**src/hdl/lhr_pkg.sv**
```systemverilog
`timescale 1ns / 1ps
// ----------------------------------------------------------------------------
// Latency histogram recorder package
// Shared widths, request codes and the beat and queue entry types.
// ----------------------------------------------------------------------------
package lhr_pkg;

  // Field widths and sizes.
  localparam int SAMPLE_BITS = 32;
  localparam int NUM_BUCKETS = 64;
  localparam int BKT_W       = $clog2(NUM_BUCKETS);
  localparam int COUNT_W     = 32;
  localparam int TOTAL_W     = 64;
  localparam int USED_W      = BKT_W + 1;
  localparam int REQ_W       = 2;

  // Log-linear bucket layout: leading-one positions below LIN_H are split
  // into 2**SUB_BITS sub-buckets, positions at or above it land in the last bucket.
  localparam int LIN_H    = 16;
  localparam int SUB_BITS = 2;
  localparam int LEAD_W   = $clog2(LIN_H);

  // Depth of the queue between front and back.
  localparam int QUEUE_DEPTH = 2;

  // Request codes on the input channel.
  localparam logic [REQ_W-1:0] REQ_RECORD = 2'd0;
  localparam logic [REQ_W-1:0] REQ_READ   = 2'd1;
  localparam logic [REQ_W-1:0] REQ_CLEAR  = 2'd2;

  // Saturation and reset values of the statistics.
  localparam logic [COUNT_W-1:0]            COUNT_MAX  = '1;
  localparam logic signed [SAMPLE_BITS-1:0] SAMPLE_POS = {1'b0, {(SAMPLE_BITS-1){1'b1}}};
  localparam logic signed [SAMPLE_BITS-1:0] SAMPLE_NEG = {1'b1, {(SAMPLE_BITS-1){1'b0}}};

  // Operation kind after classification.
  typedef enum logic [1:0] {
    OP_RECORD,
    OP_READ,
    OP_CLEAR
  } op_e;

  // Input beat.
  typedef struct packed {
    logic [REQ_W-1:0]              req_type;
    logic signed [SAMPLE_BITS-1:0] sample;
    logic [BKT_W-1:0]              read_index;
  } req_t;

  // Output beat.
  typedef struct packed {
    logic [COUNT_W-1:0]            sample_count;
    logic signed [TOTAL_W-1:0]     sample_total;
    logic signed [SAMPLE_BITS-1:0] sample_min;
    logic signed [SAMPLE_BITS-1:0] sample_max;
    logic [BKT_W-1:0]              sample_bucket;
    logic [COUNT_W-1:0]            bucket_value;
    logic [USED_W-1:0]             used_buckets;
  } rsp_t;

  // Classified operation handed from front to back.
  typedef struct packed {
    op_e                           kind;
    logic signed [SAMPLE_BITS-1:0] sample;
    logic [BKT_W-1:0]              read_index;
    logic [BKT_W-1:0]              bucket;
  } op_t;

endpackage

```
**src/hdl/lhr_front.sv**
```systemverilog
`timescale 1ns / 1ps
// ----------------------------------------------------------------------------
// Latency histogram recorder front end
// Decodes the request kind and computes the log-linear bucket of the sample.
// ----------------------------------------------------------------------------
module lhr_front (
  input  lhr_pkg::req_t req_i,
  output lhr_pkg::op_t  op_o
);
  import lhr_pkg::*;

  // Bucket of a sample: non-positive values go to bucket 0, large values to
  // the last bucket, otherwise the leading-one position and two bits below.
  function automatic logic [BKT_W-1:0] pick_bucket(input logic signed [SAMPLE_BITS-1:0] s);
    logic [LEAD_W-1:0]         h;
    logic [LIN_H+SUB_BITS-1:0] w;
    logic                      big;
    h   = '0;
    w   = {s[LIN_H-1:0], {SUB_BITS{1'b0}}};
    big = |s[SAMPLE_BITS-2:LIN_H];
    for (int i = 0; i < LIN_H; i++) begin
      if (s[i]) begin
        h = LEAD_W'(i);
      end
    end
    if (s[SAMPLE_BITS-1] || (s == '0)) begin
      return '0;
    end
    if (big) begin
      return BKT_W'(NUM_BUCKETS - 1);
    end
    return {h, w[h +: SUB_BITS]};
  endfunction

  // Request decode; the unused code behaves as a read.
  always_comb begin
    op_o.sample     = req_i.sample;
    op_o.read_index = req_i.read_index;
    op_o.bucket     = pick_bucket(req_i.sample);
    unique case (req_i.req_type)
      REQ_RECORD: op_o.kind = OP_RECORD;
      REQ_CLEAR:  op_o.kind = OP_CLEAR;
      default:    op_o.kind = OP_READ;
    endcase
  end

endmodule

```
**config.mk**
```make
export PLATFORM = sky130hd
export DESIGN_NAME = lhr_front
export DESIGN_NICKNAME = d
export VERILOG_FILES = /design/src/hdl/lhr_pkg.sv /design/src/hdl/lhr_front.sv
export SDC_FILE = /design/constraint.sdc
export NUM_CORES = 1
export LEC_CHECK = 0
export ABC_AREA = 1
export ABC_CLOCK_PERIOD_IN_PS = 1700
export BUFFER_PORTS_ARGS = -buffer_cell sky130_fd_sc_hd__buf_2
export CORE_UTILIZATION = 35
export DETAILED_ROUTE_END_ITERATION = 10
export PLACE_DENSITY = 0.83
export SETUP_SLACK_MARGIN = 0.5
export SYNTH_ARGS = -nofsm -noshare
export SYNTH_HDL_FRONTEND = slang
export SYNTH_SLANG_ARGS = --single-unit
```
**constraint.sdc**
```tcl
create_clock -name vclk -period 1.7
set_clock_uncertainty 0.1 [all_clocks]
set_input_delay 0.17 -clock vclk [all_inputs]
set_output_delay 0.17 -clock vclk [all_outputs]
set_load 0.01 [all_outputs]
```
After elaboration in Yosys (flattened, before gate mapping)
Index checks and enable logic that the tools add are counted.
W data, S select, Z words.

storage, ports and cells
  register bits after elaboration = 0
  bits of input ports = 40

cells by class
  eq/ne operators = 1
  reductions and logical operators = 4
  shifts and indexed selects = 1
  mux-type cells = 23

operator list
  cell                  number
  $mux W4               14
  $logic_not A32 Y1     1
  $mux W6               4
  $shiftx A18 B5 Y2     1
  $reduce_or A15 Y1     1
  $mux W1               4
  $pmux W2 S2           1
  $eq A2 B2 Y1 const B  1
  $logic_not A2 Y1      1
  $logic_or A1 B1 Y1    1

Logic depth before layout (Yosys ltp)
  depth in word-level cells = 18
  gate-level depth with buffers = 22
  gate-level depth less buffers = 21

Worst setup path before layout
OpenSTA, ideal clock, no wires.

  path type = input to output
  start point = input req_i[8] (netlist bit)
  end point = output op_o[1] (netlist bit)
  arrival = 1.448 ns
  cell stages on the path = 22
  slack = -0.018 ns
  path buffers = 1
  cell sequence = inv_2 > nand2_1 > nand2_1 > nand2_1 > nand2_1 > nand2_1 > nand2_1 > nand2_1 > nand2_1 > nand2_1 > nand2_1 > nand2_1 > nand2_2 > nand2_4 > buf_6 > nand2_1 > nand3_1 > nand2_1 > nor2_1 > nor2_1 > nor2_1 > nor2_1

RTL lines
  item             line            RTL
  start, declared  lhr_front.sv:7  input lhr_pkg::req_t req_i,
  end, declared    lhr_front.sv:8  output lhr_pkg::op_t op_o

==> flow_results.org <==
** Timing
- At the pin with the least slew margin, the transition time is 352.2 ps.
- Final Slew Violations :: 0
- Tcrit/Tclk final :: 118.7%
- Final Hold Slack :: 240.0 ps
- Setup repair after global routing could not meet its margin everywhere.
- Counting I/O delays and the setup requirement, the final critical path takes 2018 ps.
- Final hold violation count :: 0
- Total of endpoints with negative setup slack in the final report :: 2
- For this run, the top clock speed supported by timing is 0.4955 GHz.
- Setup total negative slack on the finished layout was measured at -623.8 ps.
- Setup WS post-layout :: -318.0 ps
- Slew headroom :: 76.46%

** Worst hold path
- The worst hold path terminates at op_o[10].
- The worst hold path passes through 0 cells.
- Hold wc startpoint :: req_i[4]
- Class of the tightest hold or removal check :: in -> out

** Synthesis
- Yosys mapped the design onto 20 distinct sky130hd cell types.
- Post-Syn Area :: 908.4 um^2
- The commonest cells after synthesis are nand2_1 (42), buf_4 (38), nand3_1 (27), inv_1 (21), nor2_1 (19).
- Top area cells in the synthesized netlist :: buf_4 (31%), nand2_1 (17%), nand3_1 (15%)
- In the synthesized netlist, the number of instances is 177.
- Sequential share of the synthesized area :: 0%
- Post-Synthesis Mean Instance Area :: 5.132 um^2
- The largest total area in the synthesized netlist belongs to buf_4.
- Area share of the largest cell type after synthesis :: 31.40%
- The number of nets handed over by synthesis was 217.
- Yosys Warn Count :: 0
- The most common cell in the synthesized netlist is nand2_1.

** Drt
- After detailed routing, the number of remaining DRC violations is 0.
- Dividing the detail-routed via count by the number of cells gives 4.736.
- The detail route stage leaves a number of antenna-violating nets equal to 0.
- Drt wl/cell :: 10.31 um
- Pre-antenna DRT Iters :: 4
- After the first detailed-routing iteration, the DRC count stood at 22.
- Via count :: 1293
- Wires add up to 2814 um.

** Power and ir drop
- Maximum VDD drop :: 0.1426 mV
- The analysis attributes to cell leakage a power of 0.8548 nW.
- PD cells :: 250.3 nW/um^2

** Critical path
- Data arrival at the endpoint of the critical path :: 1750 ps
- Required time of the worst setup path :: 1430 ps
- Of all nets on the critical path, the largest fanout is 6.
- Critical path class :: in -> out
- The worst setup path is launched from an input pin.
- Sort of element at the end of the critical path :: primary output

** GRT
- Entering global routing, the biggest net connects 9 pins.
- The first global-routing pass estimated 4153 um of wire.
- Total global-route track usage :: 19.16%
- Summed over all layers, the global routing overflow is 0.
- The number of antenna violations at the first check in global routing is 0.
- Number of global-route vias before repair :: 1072

** Job
- Across the run, the number of max-cap violations was 0.

** Layout
- Final core utilization :: 59.63%
- Antenna diode count :: 0
- The layout has 245 filler cells.
- The clock buffers instantiated in the layout total 0.
- Cells with a size suffix above 1 make up 60.08% of the layout.
- Final #Nets :: 285
- From synthesis to final layout, the design area changed by 61.16%.
- The design has 0 sequential cells.
- With fillers left out, the area of the finished cells amounts to 1464 um^2.
- Seq. cell area :: 0 um^2

** Floorplan
- For this configuration, the core starts out at a cell density of 37.00%.
- Floorplan row count :: 18
- Measured along the y axis, the die boundary spans 52.95 um.
- I/O pin count :: 86
- In this run the horizontal extent of the chip is 52.95 um.
- Die area :: 2803 um^2
- After floorplanning, the core was sized to cover 2455 um^2.

** Run status
- Status :: finished with violations
- Violations in the final reports :: setup timing

** Place
- Before CTS, the worst setup slack after placement is -388.9 ps.
- At the end of routability-driven placement, the weighted congestion stood at 0.8387.
- In this run the tool buffered the top-level ports with 74 buffer cells.
- Summed over all nets, the half-perimeter wirelength after detailed placement is 2098 um.
- Once placement finished, the instance area stood at 1241 um^2.
## where the power goes
group / internal, W / leakage [nW] / switching, W
sequential: 0 / 0 / 0
clock: 0 / 0 / 0
combinational: 0.000173 / 0.855 / 0.000193
total: 0.000173 / 0.855 / 0.000193
## kinds of logic (layout without fill, tap and decap cells)
group           count (synthesis)  after routing  share of synthesized area, %
compound gates                  9              9                         5.647
buf+inv                        69            134                         45.87
simple gates                   99            100                         48.49
## final cells by class
class / count / area [um^2] / share of cell area [%]
Inverter: 27 / 121.4 / 8.291
Multi-Input combinational cell: 109 / 626.9 / 42.82
Tap cell: 30 / 37.54 / 2.564
Timing Repair Buffer: 107 / 678.2 / 46.32
## what timing repair did
action	CTS	global route
hold buffers	0	0
setup endpoints to repair	6	6
setup buffers	0	5
gates cloned	1	0
gates resized for setup	24	25
pin swaps	9	7
## routing by layer
metal / global-route usage, % / vias up / share of wire, %
met3: 0.2874 / 15 / 5.4
met2: 39.03 / 57 / 54
met1: 21.21 / 572 / 36
met5: 0 / - / 0
li1: - / 649 / -
met4: 4.825 / 0 / 4.3
## how the worst max path moves through the flow
stage / slack [ps] / endpoint / start / cells after the start
2_1_floorplan: 7 / op_o[0] / req_i[8] / 22
5_1_grt: -480 / op_o[1] / req_i[8] / 23
3_5_place_dp: -390 / op_o[1] / req_i[8] / 23
4_1_cts: -280 / op_o[1] / req_i[8] / 23
6_report: -320 / op_o[1] / req_i[8] / 23
3_3_place_gp: -340 / op_o[1] / req_i[8] / 23
## cells in the final DEF (no fill, tap or decap), drive strengths merged
master | Yosys | layout
a21oi | 4 | 4
and2 | 1 | 1
and3 | 1 | 1
buf | 40 | 107
inv | 27 | 27
nand2 | 44 | 45
nand3 | 28 | 28
nor2 | 19 | 19
nor3 | 1 | 1
nor4 | 5 | 5
o211ai | 1 | 1
o21ai | 4 | 4
## worst max-delay path: stages
cell     delay [ps]
buf_12          110
inv_12           40
nand2_4          30
nand2_2          40
nand2_1          50
nand2_1          50
nand2_1          40
nand2_1          50
nand2_1          40
nand2_1          50
nand2_1          40
nand2_1          60
nand2_2          60
nand2_4         110
buf_6           140
nand3_2          80
nand3_2          70
nand2_1          50
nor2_1          100
nor2_1           50
nor2_1          120
nor2_2           50
buf_2           130
## per-stage QoR
step	total power [W]	cells
2_1_floorplan	0.0002160	177
3_3_place_gp	0.0003006	267
3_5_place_dp	0.0003058	267
4_1_cts	0.0003291	268
5_1_grt	0.0004001	273
6_report	0.0003664	273
Power figures use the tool's default switching activity.
