### src/hdl/lhr_pkg.sv
`timescale 1ns / 1ps
// ----------------------------------------------------------------------------
// Latency histogram recorder package
// Shared widths, request codes and the beat and queue entry types.
// ----------------------------------------------------------------------------
package lhr_pkg;

  // Field widths and sizes.
  localparam int SAMPLE_BITS = 32;
  localparam int NUM_BUCKETS = 64;
  localparam int BKT_W       = $clog2(NUM_BUCKETS);
  localparam int COUNT_W     = 32;
  localparam int TOTAL_W     = 64;
  localparam int USED_W      = BKT_W + 1;
  localparam int REQ_W       = 2;

  // Log-linear bucket layout: leading-one positions below LIN_H are split
  // into 2**SUB_BITS sub-buckets, positions at or above it land in the last bucket.
  localparam int LIN_H    = 16;
  localparam int SUB_BITS = 2;
  localparam int LEAD_W   = $clog2(LIN_H);

  // Depth of the queue between front and back.
  localparam int QUEUE_DEPTH = 2;

  // Request codes on the input channel.
  localparam logic [REQ_W-1:0] REQ_RECORD = 2'd0;
  localparam logic [REQ_W-1:0] REQ_READ   = 2'd1;
  localparam logic [REQ_W-1:0] REQ_CLEAR  = 2'd2;

  // Saturation and reset values of the statistics.
  localparam logic [COUNT_W-1:0]            COUNT_MAX  = '1;
  localparam logic signed [SAMPLE_BITS-1:0] SAMPLE_POS = {1'b0, {(SAMPLE_BITS-1){1'b1}}};
  localparam logic signed [SAMPLE_BITS-1:0] SAMPLE_NEG = {1'b1, {(SAMPLE_BITS-1){1'b0}}};

  // Operation kind after classification.
  typedef enum logic [1:0] {
    OP_RECORD,
    OP_READ,
    OP_CLEAR
  } op_e;

  // Input beat.
  typedef struct packed {
    logic [REQ_W-1:0]              req_type;
    logic signed [SAMPLE_BITS-1:0] sample;
    logic [BKT_W-1:0]              read_index;
  } req_t;

  // Output beat.
  typedef struct packed {
    logic [COUNT_W-1:0]            sample_count;
    logic signed [TOTAL_W-1:0]     sample_total;
    logic signed [SAMPLE_BITS-1:0] sample_min;
    logic signed [SAMPLE_BITS-1:0] sample_max;
    logic [BKT_W-1:0]              sample_bucket;
    logic [COUNT_W-1:0]            bucket_value;
    logic [USED_W-1:0]             used_buckets;
  } rsp_t;

  // Classified operation handed from front to back.
  typedef struct packed {
    op_e                           kind;
    logic signed [SAMPLE_BITS-1:0] sample;
    logic [BKT_W-1:0]              read_index;
    logic [BKT_W-1:0]              bucket;
  } op_t;

endpackage

### src/hdl/lhr_queue.sv
`timescale 1ns / 1ps
// ----------------------------------------------------------------------------
// Latency histogram recorder operation queue
// Short register FIFO that decouples the front end from the back end.
// ----------------------------------------------------------------------------
module lhr_queue (
  input  logic         clk_i,
  input  logic         rst_ni,
  input  logic         push_i,
  input  lhr_pkg::op_t push_data_i,
  output logic         full_o,
  input  logic         pop_i,
  output lhr_pkg::op_t pop_data_o,
  output logic         empty_o
);
  import lhr_pkg::*;

  localparam int PTR_W = (QUEUE_DEPTH > 1) ? $clog2(QUEUE_DEPTH) : 1;
  localparam int CNT_W = $clog2(QUEUE_DEPTH + 1);

  op_t              store_q [QUEUE_DEPTH];
  logic [PTR_W-1:0] wptr_q, rptr_q;
  logic [CNT_W-1:0] cnt_q;

  assign full_o     = (cnt_q == CNT_W'(QUEUE_DEPTH));
  assign empty_o    = (cnt_q == '0);
  assign pop_data_o = store_q[rptr_q];

  // Entry storage.
  always_ff @(posedge clk_i) begin
    if (push_i) begin
      store_q[wptr_q] <= push_data_i;
    end
  end

  // Pointers and fill level.
  always_ff @(posedge clk_i or negedge rst_ni) begin
    if (!rst_ni) begin
      wptr_q <= '0;
      rptr_q <= '0;
      cnt_q  <= '0;
    end else begin
      if (push_i) begin
        wptr_q <= (wptr_q == PTR_W'(QUEUE_DEPTH - 1)) ? '0 : wptr_q + PTR_W'(1);
      end
      if (pop_i) begin
        rptr_q <= (rptr_q == PTR_W'(QUEUE_DEPTH - 1)) ? '0 : rptr_q + PTR_W'(1);
      end
      if (push_i && !pop_i) begin
        cnt_q <= cnt_q + CNT_W'(1);
      end else if (pop_i && !push_i) begin
        cnt_q <= cnt_q - CNT_W'(1);
      end
    end
  end

endmodule

### config.mk
export PLATFORM = sky130hd
export DESIGN_NAME = lhr_queue
export DESIGN_NICKNAME = d
export VERILOG_FILES = /design/src/hdl/lhr_pkg.sv /design/src/hdl/lhr_queue.sv
export SDC_FILE = /design/constraint.sdc
export NUM_CORES = 1
export LEC_CHECK = 0
export CAP_MARGIN = 0
export CORE_ASPECT_RATIO = 1.4
export CORE_MARGIN = 3
export CORE_UTILIZATION = 35
export DETAILED_ROUTE_END_ITERATION = 10
export DONT_BUFFER_PORTS = 1
export SLEW_MARGIN = 20
export SYNTH_ARGS = -nofsm -noshare
export SYNTH_HDL_FRONTEND = slang
export SYNTH_SLANG_ARGS = --single-unit
### constraint.sdc
create_clock -name clk_i -period 3.95 [get_ports clk_i]
set_input_delay 0.79 -clock clk_i [delete_from_list [all_inputs] [get_ports clk_i]]
set_output_delay 0.79 -clock clk_i [all_outputs]
set_load 0.05 [all_outputs]
Yosys cells after proc, flatten, opt, wreduce, memory -nomap -nowiden
Memory sizes are Yosys's and may differ from the RTL's.
Index checks and enable logic that the tools add are counted.
- flip-flop bits (word level): 4
- RAM bits: 92
- bits of input ports: 50
- output and inout port bits: 48
- word-level logic and storage cells: 21
- memories: 1
- memories (name ; depth ; width ; read ports ; clocked after memory_dff ; wr ports ; line ; RTL):
    store_q ; 2 ; 46 ; 1 ; 0 ; 1 ; lhr_queue.sv:21 ; op_t store_q [QUEUE_DEPTH];
- add/subtract/negate cells: 4
- eq/ne operators: 1
- mux-type cells: 6
- reduce and logical (&&, ||, !) cells: 6
- operators with widths (kind ; number):
    $mux W1 ; 4
    $mux W2 ; 2
    $add A1 B1 Y1 const B ; 2
    $add A2 B1 Y2 const B ; 1
    $eq A2 B2 Y1 const B ; 1
    $logic_and A1 B1 Y1 ; 2
    $logic_not A1 Y1 ; 2
    $logic_not A2 Y1 ; 1
    $reduce_bool A2 Y1 ; 1
    $sub A2 B1 Y2 const B ; 1

Longest topological paths before layout
- depth in word-level cells: 4
- gate-level depth with buffers: 5
- depth with buffers taken out: 5

Worst setup path after synthesis
OpenSTA, ideal clock, no wires.
- kind: input to register
- start point: in push_i
- end point: mem store_q[0][0] in the netlist's numbering (enable)
- library setup time: 0.455 ns
- arrival time: 2.836 ns
- setup slack: 0.659 ns
- stages: 1
- path through: nor2b_1
- longest elaborated chain between the ends: 2
- ends and longest elaborated chain (element ; line ; RTL):
    start, declared ; lhr_queue.sv:9 ; input logic push_i,
    $mux W1 ; lhr_queue.sv:31 ; if (push_i) begin
    $mux W1 (implied by the code) ; lhr_queue.sv:32 ; store_q[wptr_q] <= push_data_i;
    end, declared ; lhr_queue.sv:21 ;
Every way passes these cells.

==> run summary <==
placer congestion estimate -> 0.644
die height -> 126 um
top fanout value on the critical path -> 26
Net Count, Synth -> 210
accumulated negative setup slack -> 0 ns
clk root buf -> sky130_fd_sc_hd__clkbuf_16
cell class contributing the biggest share of worst-path delay -> flip-flops
worst-margin pin slew -> 0.936 ns
reported leakage power -> 1.45 nW
post-route minimum period -> 2.75 ns
DRC errors left -> 0
highest-delay cell along the critical path -> sky130_fd_sc_hd__dfrtp_2
number of flip-flops and latches in the synthesized netlist -> 96
buffers plus inverters on the worst setup path -> 1
share of Yosys cell area claimed by the top area cell type -> 0.761
Yosys top cell by area -> sky130_fd_sc_hd__edfxtp_1
global-route wire length before repair -> 8870 um
ratio of total power to cell area -> 923 nW/um2
total area of sequential cells -> 2860 um2
Post-Syn Area per Cell -> 22.8 um2
run status -> completed
setup repair after global routing missed its margin -> no
Detail Placement HPWL -> 3920 um
top-count cell post-synth -> sky130_fd_sc_hd__edfxtp_1
final cell utilization of the core -> 0.413
antenna violations before repair -> 0
EDFF count, synth -> 92
Final Slew Violations -> 0
netlist area before placement -> 3630 um2
vias in the first global route -> 1596
async set or reset register ratio after synthesis -> 0.0417
post-DR vias/cell -> 4.57
total CTS buffers -> 9
post-CTS setup buffer count -> 0
Worst-path clk slew -> 0.06 ns
insertion delay to the later sink of the worst-skew pair -> 0.33 ns
H-tree Lvls -> 3
synthesized instance count -> 159
class of the most critical hold timing path -> in -> async
cell row count -> 43
synth unique cells -> 13
reported max-cap violation count -> 0
total of endpoints with negative setup slack in the final report -> 0
Max Freq -> 363 MHz
worst hold slack across all endpoints -> 0.148 ns
antenna violation net count after detailed routing -> 0
combined area of the multi-input logic cells -> 723 um2
Crit path largest cell delay -> 0.82 ns
number of gates resized after CTS -> 0
final worst-path cycle share -> 0.697
largest net degree at the start of global routing -> 47
number of fill cells -> 918
clock tree from TritonCTS -> yes
post-synthesis sequential area ratio -> 0.789
number of vias in the routed layout -> 1403
path type of the worst setup path -> reg -> out
list of most frequent post-synthesis cells -> sky130_fd_sc_hd__edfxtp_1, sky130_fd_sc_hd__mux2_4, sky130_fd_sc_hd__mux2_2
share of post-route cells with drive strength above 1 -> 0.384
cts hold-fix bufs -> 0
Tot GR Track Use -> 0.103
setup skew after layout -> 0.00675 ns
die outline area -> 11600 um2
Peak VDD IR -> 0.435 mV
initial cell density of the core -> 0.363
port buffer count -> 0
startpoint class of the critical path -> flip-flop
Placed Cells -> 291
area growth from synthesis to layout -> 13.8%
buffers from clock root to sink, at most -> 2
sinks on the clock net -> 96
drt initial violations -> 60
Rel. slew slack -> 0.374
die width -> 92.1 um
I/O pins -> 98
endpoint class of the critical path -> output port
Worst Path Required -> 3.16 ns
Antenna diodes -> 0
Cell Count, Final, Fillers Out -> 307
largest cells by area after synthesis -> sky130_fd_sc_hd__edfxtp_1, sky130_fd_sc_hd__mux2_4, sky130_fd_sc_hd__mux2_2
net total in the final layout -> 218
most instantiated flip-flop cell in the synthesis netlist -> sky130_fd_sc_hd__edfxtp_1
worst path arrival time -> 1.96 ns
drt total wl -> 5680 um
wire length per cell -> 18.5 um
residual overflow from global routing -> 0
crit-path cells -> buf_12, mux2_2
total core area -> 10000 um2
1st-pass router iterations -> 4
YS warnings -> 0
final hold violation count -> 0
## layout make-up
| type | instances | share of cell area |
|---|---|---|
| inverter | 1 | 0.000909 |
| clock inverter | 7 | 0.0288 |
| clock buffer | 9 | 0.0545 |
| timing repair buffer | 2 | 0.00666 |
| multi-input combinational | 57 | 0.175 |
| sequential | 96 | 0.693 |
| tap | 135 | 0.0409 |
## metrics by stage
| stage | power, W | cell area, um2 | setup slack, ns |
|---|---|---|---|
| floorplan | 0.00278 | 3630 | 0.659 |
| finish | 0.00381 | 4130 | 1.20 |
| CTS | 0.00387 | 4130 | 1.17 |
| detailed placement | 0.00290 | 3790 | 1.53 |
| global placement | 0.00287 | 3790 | 1.57 |
| global route | 0.00396 | 4130 | 1.12 |
## power breakdown
part	leakage (nW)	internal [W]	switching, W
sequential	0.909	0.00136	0.000124
combinational	0.375	0.000372	0.00100
clock	0.164	0.000619	0.000343
total	1.45	0.00235	0.00147
## logic make-up (layout without fill, tap and decap cells)
family	count (synthesis)	count (layout)	synth area share
fa+ha+maj	1	1	0.00345
buf+inv	6	19	0.0148
flops	96	96	0.789
simple gates	5	5	0.00724
mux	46	46	0.174
xor+xnor	5	5	0.0121
## flip-flops by register name (all words and copies together), names as in the netlist
name / count
wptr_q: 1
store_q: 92
cnt_q: 2
rptr_q: 1
## worst register-to-register path: stages, from the launching register on
cell	delay, ns
sky130_fd_sc_hd__dfrtp_1	0.44
sky130_fd_sc_hd__nor2b_4	0.53
sky130_fd_sc_hd__buf_4	0.44
## cells in the final DEF, fill, tap and decap left out, types with 2 or more instances in the layout
cell | netlist | routed
sky130_fd_sc_hd__dfrtp_1 | 4 | 3
sky130_fd_sc_hd__nor2_1 | 2 | 2
sky130_fd_sc_hd__mux2_2 | 16 | 16
sky130_fd_sc_hd__bufinv_16 | 0 | 3
sky130_fd_sc_hd__clkbuf_16 | 0 | 9
sky130_fd_sc_hd__mux2_4 | 30 | 30
sky130_fd_sc_hd__xor2_1 | 4 | 4
sky130_fd_sc_hd__edfxtp_1 | 92 | 92
## per-layer routing
metal / wire (um) / up-vias / track usage / part of all wire
met3: 512 / 6 / 0.0463 / 0.090
met4: 121 / 0 / 0.0525 / 0.021
met5: 0 / - / 0 / 0
met1: 1800 / 706 / 0.0981 / 0.32
li1: - / 631 / - / -
met2: 3240 / 60 / 0.186 / 0.57
## final timing paths
path | start | to | slack [ns] | cells past startpoint
max in group asynchronous | rst_ni | rptr_q | 3.73 | 0
setup / recovery | rptr_q | pop_data_o[26] | 1.20 | 2
setup reg to reg | wptr_q | store_q[0][4] | 2.19 | 2
min in group clk_i | cnt_q[1] | cnt_q[1] | 0.50 | 1
hold reg to reg | cnt_q[1] | cnt_q[1] | 0.50 | 1
hold / removal | rst_ni | rptr_q | 0.15 | 0
No activity file was read; power rests on OpenSTA's default activity.
