## config.mk

```make
export PLATFORM = sky130hd
export DESIGN_NAME = lhr_back
export DESIGN_NICKNAME = d
export VERILOG_FILES = /design/src/hdl/lhr_pkg.sv /design/src/hdl/lhr_back.sv
export SDC_FILE = /design/constraint.sdc
export NUM_CORES = 2
export LEC_CHECK = 0
export ABC_AREA = 0
export ABC_CLOCK_PERIOD_IN_PS = 11000
export BUFFER_PORTS_ARGS = -buffer_cell sky130_fd_sc_hd__clkbuf_2
export CAP_MARGIN = 15
export CORE_ASPECT_RATIO = 0.75
export CORE_MARGIN = 2
export CORE_UTILIZATION = 60
export DETAILED_ROUTE_END_ITERATION = 7
export PLACE_DENSITY_LB_ADDON = 0.3
export SYNTH_ARGS = -nofsm -noshare
export SYNTH_HDL_FRONTEND = slang
export SYNTH_SLANG_ARGS = --single-unit
```

## constraint.sdc

```tcl
create_clock -name clk_i -period 11 [get_ports clk_i]
set_clock_uncertainty 0.1 [all_clocks]
set_input_delay 0.55 -clock clk_i [delete_from_list [all_inputs] [get_ports clk_i]]
set_output_delay 0.55 -clock clk_i [all_outputs]
set_load 0.1 [all_outputs]
```

## src/hdl/lhr_pkg.sv

```systemverilog
`timescale 1ns / 1ps
// ----------------------------------------------------------------------------
// Latency histogram recorder package
// Shared widths, request codes and the beat and queue entry types.
// ----------------------------------------------------------------------------
package lhr_pkg;

  // Field widths and sizes.
  localparam int SAMPLE_BITS = 32;
  localparam int NUM_BUCKETS = 64;
  localparam int BKT_W       = $clog2(NUM_BUCKETS);
  localparam int COUNT_W     = 32;
  localparam int TOTAL_W     = 64;
  localparam int USED_W      = BKT_W + 1;
  localparam int REQ_W       = 2;

  // Log-linear bucket layout: leading-one positions below LIN_H are split
  // into 2**SUB_BITS sub-buckets, positions at or above it land in the last bucket.
  localparam int LIN_H    = 16;
  localparam int SUB_BITS = 2;
  localparam int LEAD_W   = $clog2(LIN_H);

  // Depth of the queue between front and back.
  localparam int QUEUE_DEPTH = 2;

  // Request codes on the input channel.
  localparam logic [REQ_W-1:0] REQ_RECORD = 2'd0;
  localparam logic [REQ_W-1:0] REQ_READ   = 2'd1;
  localparam logic [REQ_W-1:0] REQ_CLEAR  = 2'd2;

  // Saturation and reset values of the statistics.
  localparam logic [COUNT_W-1:0]            COUNT_MAX  = '1;
  localparam logic signed [SAMPLE_BITS-1:0] SAMPLE_POS = {1'b0, {(SAMPLE_BITS-1){1'b1}}};
  localparam logic signed [SAMPLE_BITS-1:0] SAMPLE_NEG = {1'b1, {(SAMPLE_BITS-1){1'b0}}};

  // Operation kind after classification.
  typedef enum logic [1:0] {
    OP_RECORD,
    OP_READ,
    OP_CLEAR
  } op_e;

  // Input beat.
  typedef struct packed {
    logic [REQ_W-1:0]              req_type;
    logic signed [SAMPLE_BITS-1:0] sample;
    logic [BKT_W-1:0]              read_index;
  } req_t;

  // Output beat.
  typedef struct packed {
    logic [COUNT_W-1:0]            sample_count;
    logic signed [TOTAL_W-1:0]     sample_total;
    logic signed [SAMPLE_BITS-1:0] sample_min;
    logic signed [SAMPLE_BITS-1:0] sample_max;
    logic [BKT_W-1:0]              sample_bucket;
    logic [COUNT_W-1:0]            bucket_value;
    logic [USED_W-1:0]             used_buckets;
  } rsp_t;

  // Classified operation handed from front to back.
  typedef struct packed {
    op_e                           kind;
    logic signed [SAMPLE_BITS-1:0] sample;
    logic [BKT_W-1:0]              read_index;
    logic [BKT_W-1:0]              bucket;
  } op_t;

endpackage

```

## src/hdl/lhr_back.sv

```systemverilog
`timescale 1ns / 1ps
// ----------------------------------------------------------------------------
// Latency histogram recorder back end
// Bucket memory with read-modify-write, running statistics and output register.
// ----------------------------------------------------------------------------
module lhr_back (
  input  logic          clk_i,
  input  logic          rst_ni,
  input  lhr_pkg::op_t  op_i,
  input  logic          op_valid_i,
  output logic          op_pop_o,
  output logic          rsp_valid_o,
  input  logic          rsp_ready_i,
  output lhr_pkg::rsp_t rsp_o
);
  import lhr_pkg::*;

  // Bucket memory and per-entry valid bits; an invalid entry reads as zero.
  logic [COUNT_W-1:0]     mem_q [NUM_BUCKETS];
  logic [NUM_BUCKETS-1:0] vld_q;
  logic [COUNT_W-1:0]     rd_bkt_q, rd_idx_q;

  // Last write, forwarded to the operation that read in the same cycle.
  logic [BKT_W-1:0]   wr_addr_q;
  logic [COUNT_W-1:0] wr_data_q;

  // Execute stage.
  op_t  y_op_q;
  logic y_valid_q;
  logic y_adv;

  // Statistics.
  logic [COUNT_W-1:0]            count_q, count_d;
  logic signed [TOTAL_W-1:0]     total_q, total_d;
  logic signed [SAMPLE_BITS-1:0] min_q, min_d, max_q, max_d;
  logic [USED_W-1:0]             used_q, used_d;

  // Output register.
  rsp_t rsp_q, rsp_d;
  logic rsp_valid_q;

  logic               is_rec, is_clr;
  logic [BKT_W-1:0]   bkt, ridx;
  logic [COUNT_W-1:0] old_cnt, new_cnt, rd_cnt;
  logic [USED_W-1:0]  bkt_len;

  // Stage handshake: execute moves on when the output register frees up.
  assign y_adv       = y_valid_q && (!rsp_valid_q || rsp_ready_i);
  assign op_pop_o    = op_valid_i && (!y_valid_q || y_adv);
  assign rsp_valid_o = rsp_valid_q;
  assign rsp_o       = rsp_q;

  // Memory: two registered reads when an operation enters, one write on record.
  always_ff @(posedge clk_i) begin
    if (op_pop_o) begin
      rd_bkt_q <= mem_q[op_i.bucket];
      rd_idx_q <= mem_q[op_i.read_index];
    end
    if (y_adv && is_rec) begin
      mem_q[bkt] <= new_cnt;
    end
  end

  // Payload registers of the execute stage and the write bypass.
  always_ff @(posedge clk_i) begin
    if (op_pop_o) begin
      y_op_q <= op_i;
    end
    if (y_adv && is_rec) begin
      wr_addr_q <= bkt;
      wr_data_q <= new_cnt;
    end
    if (y_adv) begin
      rsp_q <= rsp_d;
    end
  end

  // Bucket counts and next statistics for the operation in execute.
  always_comb begin
    is_rec  = (y_op_q.kind == OP_RECORD);
    is_clr  = (y_op_q.kind == OP_CLEAR);
    bkt     = y_op_q.bucket;
    ridx    = y_op_q.read_index;
    bkt_len = USED_W'(bkt) + USED_W'(1);

    if (!vld_q[bkt]) begin
      old_cnt = '0;
    end else if (wr_addr_q == bkt) begin
      old_cnt = wr_data_q;
    end else begin
      old_cnt = rd_bkt_q;
    end
    new_cnt = (old_cnt == COUNT_MAX) ? old_cnt : old_cnt + COUNT_W'(1);

    if (!vld_q[ridx]) begin
      rd_cnt = '0;
    end else if (wr_addr_q == ridx) begin
      rd_cnt = wr_data_q;
    end else begin
      rd_cnt = rd_idx_q;
    end

    count_d = count_q;
    total_d = total_q;
    min_d   = min_q;
    max_d   = max_q;
    used_d  = used_q;
    if (is_clr) begin
      count_d = '0;
      total_d = '0;
      min_d   = SAMPLE_POS;
      max_d   = SAMPLE_NEG;
      used_d  = '0;
    end else if (is_rec) begin
      if (count_q != COUNT_MAX) begin
        count_d = count_q + COUNT_W'(1);
      end
      total_d = total_q + {{(TOTAL_W-SAMPLE_BITS){y_op_q.sample[SAMPLE_BITS-1]}},
                           y_op_q.sample};
      if (y_op_q.sample < min_q) begin
        min_d = y_op_q.sample;
      end
      if (y_op_q.sample > max_q) begin
        max_d = y_op_q.sample;
      end
      if (bkt_len > used_q) begin
        used_d = bkt_len;
      end
    end

    rsp_d.sample_count  = count_d;
    rsp_d.sample_total  = total_d;
    rsp_d.sample_min    = (count_d != '0) ? min_d : '0;
    rsp_d.sample_max    = (count_d != '0) ? max_d : '0;
    rsp_d.sample_bucket = is_rec ? bkt : '0;
    rsp_d.used_buckets  = used_d;
    if (is_clr) begin
      rsp_d.bucket_value = '0;
    end else if (is_rec && (ridx == bkt)) begin
      rsp_d.bucket_value = new_cnt;
    end else begin
      rsp_d.bucket_value = rd_cnt;
    end
  end

  // Control state, valid bits and statistics.
  always_ff @(posedge clk_i or negedge rst_ni) begin
    if (!rst_ni) begin
      y_valid_q   <= 1'b0;
      rsp_valid_q <= 1'b0;
      vld_q       <= '0;
      count_q     <= '0;
      total_q     <= '0;
      min_q       <= SAMPLE_POS;
      max_q       <= SAMPLE_NEG;
      used_q      <= '0;
    end else begin
      if (op_pop_o) begin
        y_valid_q <= 1'b1;
      end else if (y_adv) begin
        y_valid_q <= 1'b0;
      end
      if (y_adv) begin
        rsp_valid_q <= 1'b1;
      end else if (rsp_ready_i) begin
        rsp_valid_q <= 1'b0;
      end
      if (y_adv) begin
        count_q <= count_d;
        total_q <= total_d;
        min_q   <= min_d;
        max_q   <= max_d;
        used_q  <= used_d;
        if (is_clr) begin
          vld_q <= '0;
        end else if (is_rec) begin
          vld_q[bkt] <= 1'b1;
        end
      end
    end
  end

endmodule

```

# Word-level counts from Yosys, hierarchy flattened
# Memories as Yosys holds them, arrays and structs flattened. A register that Yosys moved wholly into a read port is not among the register bits.
# Cells that the tools add are included.
# op_classes
n_reduce_logical,15
addsub,4
mux,34
bitwise,1
magnitude_cmp,6
eq_ne,6
# ops
operator,count
$mux W32,15
$mux W64,4
$add A32 B1 Y32 const B,2
$add A64 B64 Y64,1
$or A64 B64 Y64,1
$eq A32 B32 Y1 const B,1
$gt A32 B32 Y1,1
$lt A32 B32 Y1,1
$ne A32 B32 Y1 const B,1
$reduce_bool A32 Y1,1
$mux W7,3
$eq A6 B6 Y1,3
$lt A6 B7 Y1 const B,2
$bmux W1 S6,2
$mux W1,9
$add A6 B1 Y7 const B,1
$gt A7 B7 Y1,1
$demux W1 S6,1
$ge A6 B1 Y1 const B,1
$reduce_bool A2 Y1,3
$logic_and A1 B1 Y1,5
$eq A2 B2 Y1 const B,1
$logic_not A1 Y1,2
$logic_not A2 Y1,1
other kinds (2),3
# word_totals
reg_bits,522
word_cells,88
output_inout_bits,207
mem_bits_rw,2048
mem_count,1
# mem_list
name,words,word_bits,rd,rd_ports_with_merged_regs,write_ports,line,text
mem_q,64,32,2,2,1,lhr_back.sv:19,logic [COUNT_W-1:0] mem_q [NUM_BUCKETS];

# Longest topological paths before layout
# depth
word_depth,7
ltp_mapped,21

# Worst setup path after synthesis
# Ideal clock, no wire load.
# synth_path
path_kind,register to register
start,register rsp_valid_q (netlist: rsp_valid_o)
end,"register y_op_q, in the netlist bkt[0], enable pin"
path_stages_with_launch,3
setup_slack_ns,-1.050
setup_ns,0.853
required_ns,10.047
t_arrival_ns,11.097
n_path_buf,0
path_cell_list,dfrtp_1 nor2b_1 a21boi_0
# synth_via
elab_chain_cells,5
# synth_lines
element,line,text
"start, declared",lhr_back.sv:40,logic rsp_valid_q;
"start signal, assigned",lhr_back.sv:150,rsp_valid_q <= 1'b0;
"start signal, assigned",lhr_back.sv:164,rsp_valid_q <= 1'b1;
"start signal, assigned",lhr_back.sv:166,rsp_valid_q <= 1'b0;
$logic_not A1 Y1,lhr_back.sv:48,assign y_adv = y_valid_q && (!rsp_valid_q || rsp_ready_i);
$logic_or A1 B1 Y1,lhr_back.sv:48,
$logic_and A1 B1 Y1,lhr_back.sv:48,
$logic_or A1 B1 Y1,lhr_back.sv:49,assign op_pop_o = op_valid_i && (!y_valid_q || y_adv);
$logic_and A1 B1 Y1,lhr_back.sv:49,
net op_pop_o,lhr_back.sv:11,"output logic op_pop_o,"
"end signal, assigned",lhr_back.sv:67,y_op_q <= op_i;
"end, declared",lhr_back.sv:28,op_t y_op_q;
# The timed path passes the listed nets, and every way through them passes these cells.
# A chain may end at the register's enable or synchronous reset.

# Worst setup path after layout
# layout_path
start,"register y_op_q, in the netlist bkt[0]"
end,memory mem_q[38][29] (data pin)
# layout_via
elab_chain_cells,5
word_cells_on_any_way,8
# layout_lines
element,line,text
$bmux W1 S6 or $eq A6 B6 Y1 (tied branches),"lhr_back.sv:86, lhr_back.sv:88",
$mux W1 (not written as such) or $mux W32 (tied branches),"lhr_back.sv:86, lhr_back.sv:88",
$mux W32 *,lhr_back.sv:86,if (!vld_q[bkt]) begin
$add A32 B1 Y32 or $eq A32 B32 Y1 (tied branches),lhr_back.sv:93,new_cnt = (old_cnt == COUNT_MAX) ? old_cnt : old_cnt + COUNT_W'(1);
$mux W32 *,lhr_back.sv:93,
net new_cnt[29],lhr_back.sv:44,"logic [COUNT_W-1:0] old_cnt, new_cnt, rd_cnt;"
"end, declared",lhr_back.sv:19,
# Mark *: on every way through the listed nets, which the timed path passes. The rest lies on a longest branch. The select of a mux whose other input is x is not followed.

==> flow_summary.json <==
{
  "synth.largest_area_cell": "edfxtp_1",
  "drv_cap": 0,
  "synthFlopType": "edfxtp_1",
  "synth_cells": 6520,
  "area_growth_pct": 11.1,
  "dpl-instance-area_sq_mm": 0.129,
  "setup.worst_path.end_class": "flop",
  "setup_viol": 0,
  "die_h_um": 398,
  "cp_max_fo": 33,
  "io-pin-count": 257,
  "power_frac_seq": 0.473,
  "die_w_um": 529,
  "crit_slowest_cell": "a2111oi_0",
  "clk_latency_ps": 930,
  "p_int_uw": 17700,
  "cts_tree": "done",
  "max-vdd-ir-drop_uv": 160,
  "synthTopCellsByCount": "edfxtp_1, mux4_2, nand2_1",
  "grt_pass1_vias": 72500,
  "period_share": 0.627,
  "finalInstanceArea_sq_mm": 0.138,
  "mappedNetlistNets": 6707,
  "max_freq_ghz": 0.145,
  "p_leak_uw": 0.0465,
  "rsz0062_at_grt": "false",
  "clock_sinks": 2634,
  "routed_via_density": 7.64,
  "dr.pass1.iters": 7,
  "core_sq_mm": 0.205,
  "grt_pass1_wl_mm": 537,
  "drt_iter0_drc": 12800,
  "ys_ff_latch": 2634,
  "start_util": 0.604,
  "grt_usage": 0.362,
  "switching_share": 0.290,
  "crit_arrival_ps": 7440,
  "yosys_warnings": 0,
  "final_hold_viol_count": 0,
  "path_clk_slew_ps": 70,
  "num_rows": 144,
  "async_flop_share": 0.0885,
  "cts_made_buffers": 247,
  "tightest_slew_ps": 1280,
  "ys_types": 95,
  "ys_top_cells_by_area": "edfxtp_1, mux4_2, dfrtp_1, ha_1, mux2i_1",
  "p_comb_frac": 0.189,
  "yosysSeqAreaShare": 0.629,
  "power.density_mw_per_mm2": 181,
  "synth_top_area_frac": 0.581,
  "crit_chain": "buf_4 -> inv_1 -> a311o_1 -> a2111oi_0 -> o41ai_2 -> nor2_4 -> a21oi_1 -> ha_1 -> o21ai_0 -> and4b_1 -> or4b_4 -> o211a_1 -> nand4b_2 -> nor4_2 -> xor2_4 -> buf_4",
  "fin_setup_tns_ps": 0,
  "status": "finished, final reports clean",
  "vias": 74100,
  "critPathRequiredTime_ps": 11540,
  "ant_nets": 0,
  "grt_max_degree": 136,
  "dieArea_sq_mm": 0.210,
  "period_needed_ps": 6900,
  "critPathBufInv": 3,
  "power.total_uw": 25000,
  "synth_edf_count": 2401,
  "hold_slack_ps": 87.9,
  "synth_most_common_cell": "edfxtp_1",
  "hp-class": "input port to flop",
  "layout.nets": 6993,
  "wirelength_mm": 377,
  "synth_area_sq_mm": 0.124,
  "clock_tree.root_cell": "clkbuf_16",
  "grt_antenna_before_repair": 16,
  "gr-total-overflow": 0,
  "clockPowerShare": 0.338,
  "cp_common_cell": "buf_4",
  "final_layout_size_suffix_gt1_frac": 0.334,
  "cts_max_path_buffers": 4,
  "drc": 0,
  "nFillCells": 12700,
  "p_sw_uw": 7230,
  "crit_family": "compound AO/OA/AOI/OAI gates",
  "dpl.hpwl_mm": 217,
  "post_drt_wl_per_cell_um": 38.9,
  "critical_path_class": "flop to flop",
  "place.gp.congestion": 0.961,
  "slew_viol_final": 0,
  "portBuffers": 256,
  "htreeDepth": 4,
  "relSlewSlack": 0.146,
  "syn_area_per_cell_sq_um": 19.0,
  "startpoint_type": "flop",
  "slowest_delay_ps": 840
}
[state kept, by name, summed over array words and instances, names as in the netlist, 6 cells and up]
signal and cells:
rsp_o 205, wr_data_q 32, y_op_q 34, count_q 32
bkt 6, max_q 32, vld_q 64, total_q 64
wr_addr_q 6, min_q 32, rd_idx_q 32, rd_bkt_q 32
used_q 7, ridx 6, mem_q 2048
[worst register-to-register path, delay by kind of cell (launching register included)]
family                   cells  cell delay, ps
AO/OA/AOI/OAI                6            2120
XOR/XNOR                     1             840
adder cells (fa/ha/maj)      1             290
buffers and inverters        3            1030
flip-flops                   1             330
AND/OR/NAND/NOR              5            1910
[final timing paths]
check / slack, ps / from / to / depth (start not counted)
min: 90 / op_i[9] / ridx[3]$_DFFE_PP_ / 1
max in group asynchronous: 8180 / rst_ni / vld_q[43]$_DFFE_PN0P_ / 4
min in group asynchronous: 250 / rst_ni / total_q[28]$_DFFE_PN0P_ / 2
max: 4100 / bkt[0]$_DFFE_PP_ / mem_q[38][29]$_DFFE_PP_ / 16
max reg2reg: 4100 / bkt[0]$_DFFE_PP_ / mem_q[38][29]$_DFFE_PP_ / 16
min reg2reg: 410 / used_q[6]$_DFFE_PN0P_ / used_q[6]$_DFFE_PN0P_ / 2
[cell type report]
class,count,area (sq um),share of cell area
flip-flops and latches,2634,78000,0.566
multi-input cells,3329,44700,0.324
clock buffers,310,6530,0.0474
repair buffers,485,3570,0.0259
well taps,2701,3380,0.0245
clock inverters,129,1190,0.00863
inverters,109,418,0.00303
diodes,6,15.0,0.000109
[stage by stage]
step | setup WS [ps] | std cells | util
3_3_place_gp | 4570 | 9199 | 0.629
2_1_floorplan | 2630 | 6520 | -
6_report | 4100 | 9703 | 0.670
3_5_place_dp | 4490 | 9202 | 0.629
4_1_cts | 4410 | 9679 | 0.669
5_1_grt | 3960 | 9697 | 0.670
[power groups by stage]
stage / Clock (uW) / Sequential, uW / Combinational, uW
2_1_floorplan: 0 / 12900 / 2580
3_3_place_gp: 0 / 12000 / 4510
3_5_place_dp: 0 / 12000 / 4590
4_1_cts: 8450 / 11800 / 4640
5_1_grt: 8820 / 11800 / 5000
6_report: 8430 / 11800 / 4710
[metal layers]
metal,global-route usage,part of all wire,vias to the layer above
li1,-,-,28100
met1,0.505,0.34,38500
met2,0.516,0.44,6416
met3,0.140,0.17,1088
met4,0.152,0.050,16
met5,0,0.00029,-
[kinds of logic after synthesis]
family | after synthesis | share of synthesized area
AOI/OAI and AO/OA | 687 | 0.0392
buffers and inverters | 557 | 0.0177
and+or+nand+nor | 857 | 0.0324
muxes | 1516 | 0.259
adders and majority gates | 137 | 0.0139
xor gates and xnor gates | 132 | 0.00932
DFF | 2634 | 0.629
[cells in the final DEF (no fill, tap or decap), types with 106 or more instances in the layout]
cell / instances
dfrtp_1: 201
nor2_1: 163
buf_4: 166
nand2_1: 313
o21ai_0: 128
edfxtp_1: 2401
clkbuf_2: 243
ha_1: 136
mux4_2: 1347
mux2i_1: 134
clkbuf_16: 249
inv_1: 106
[timing repair]
| action | CTS | global route |
|---|---|---|
| buffers inserted | 0 | 0 |
| endpoints found under the hold margin | 109 | 0 |
| hold buffers | 38 | 0 |
| resized for setup | 0 | 0 |
Note: power is estimated with default switching activity, not from simulation.
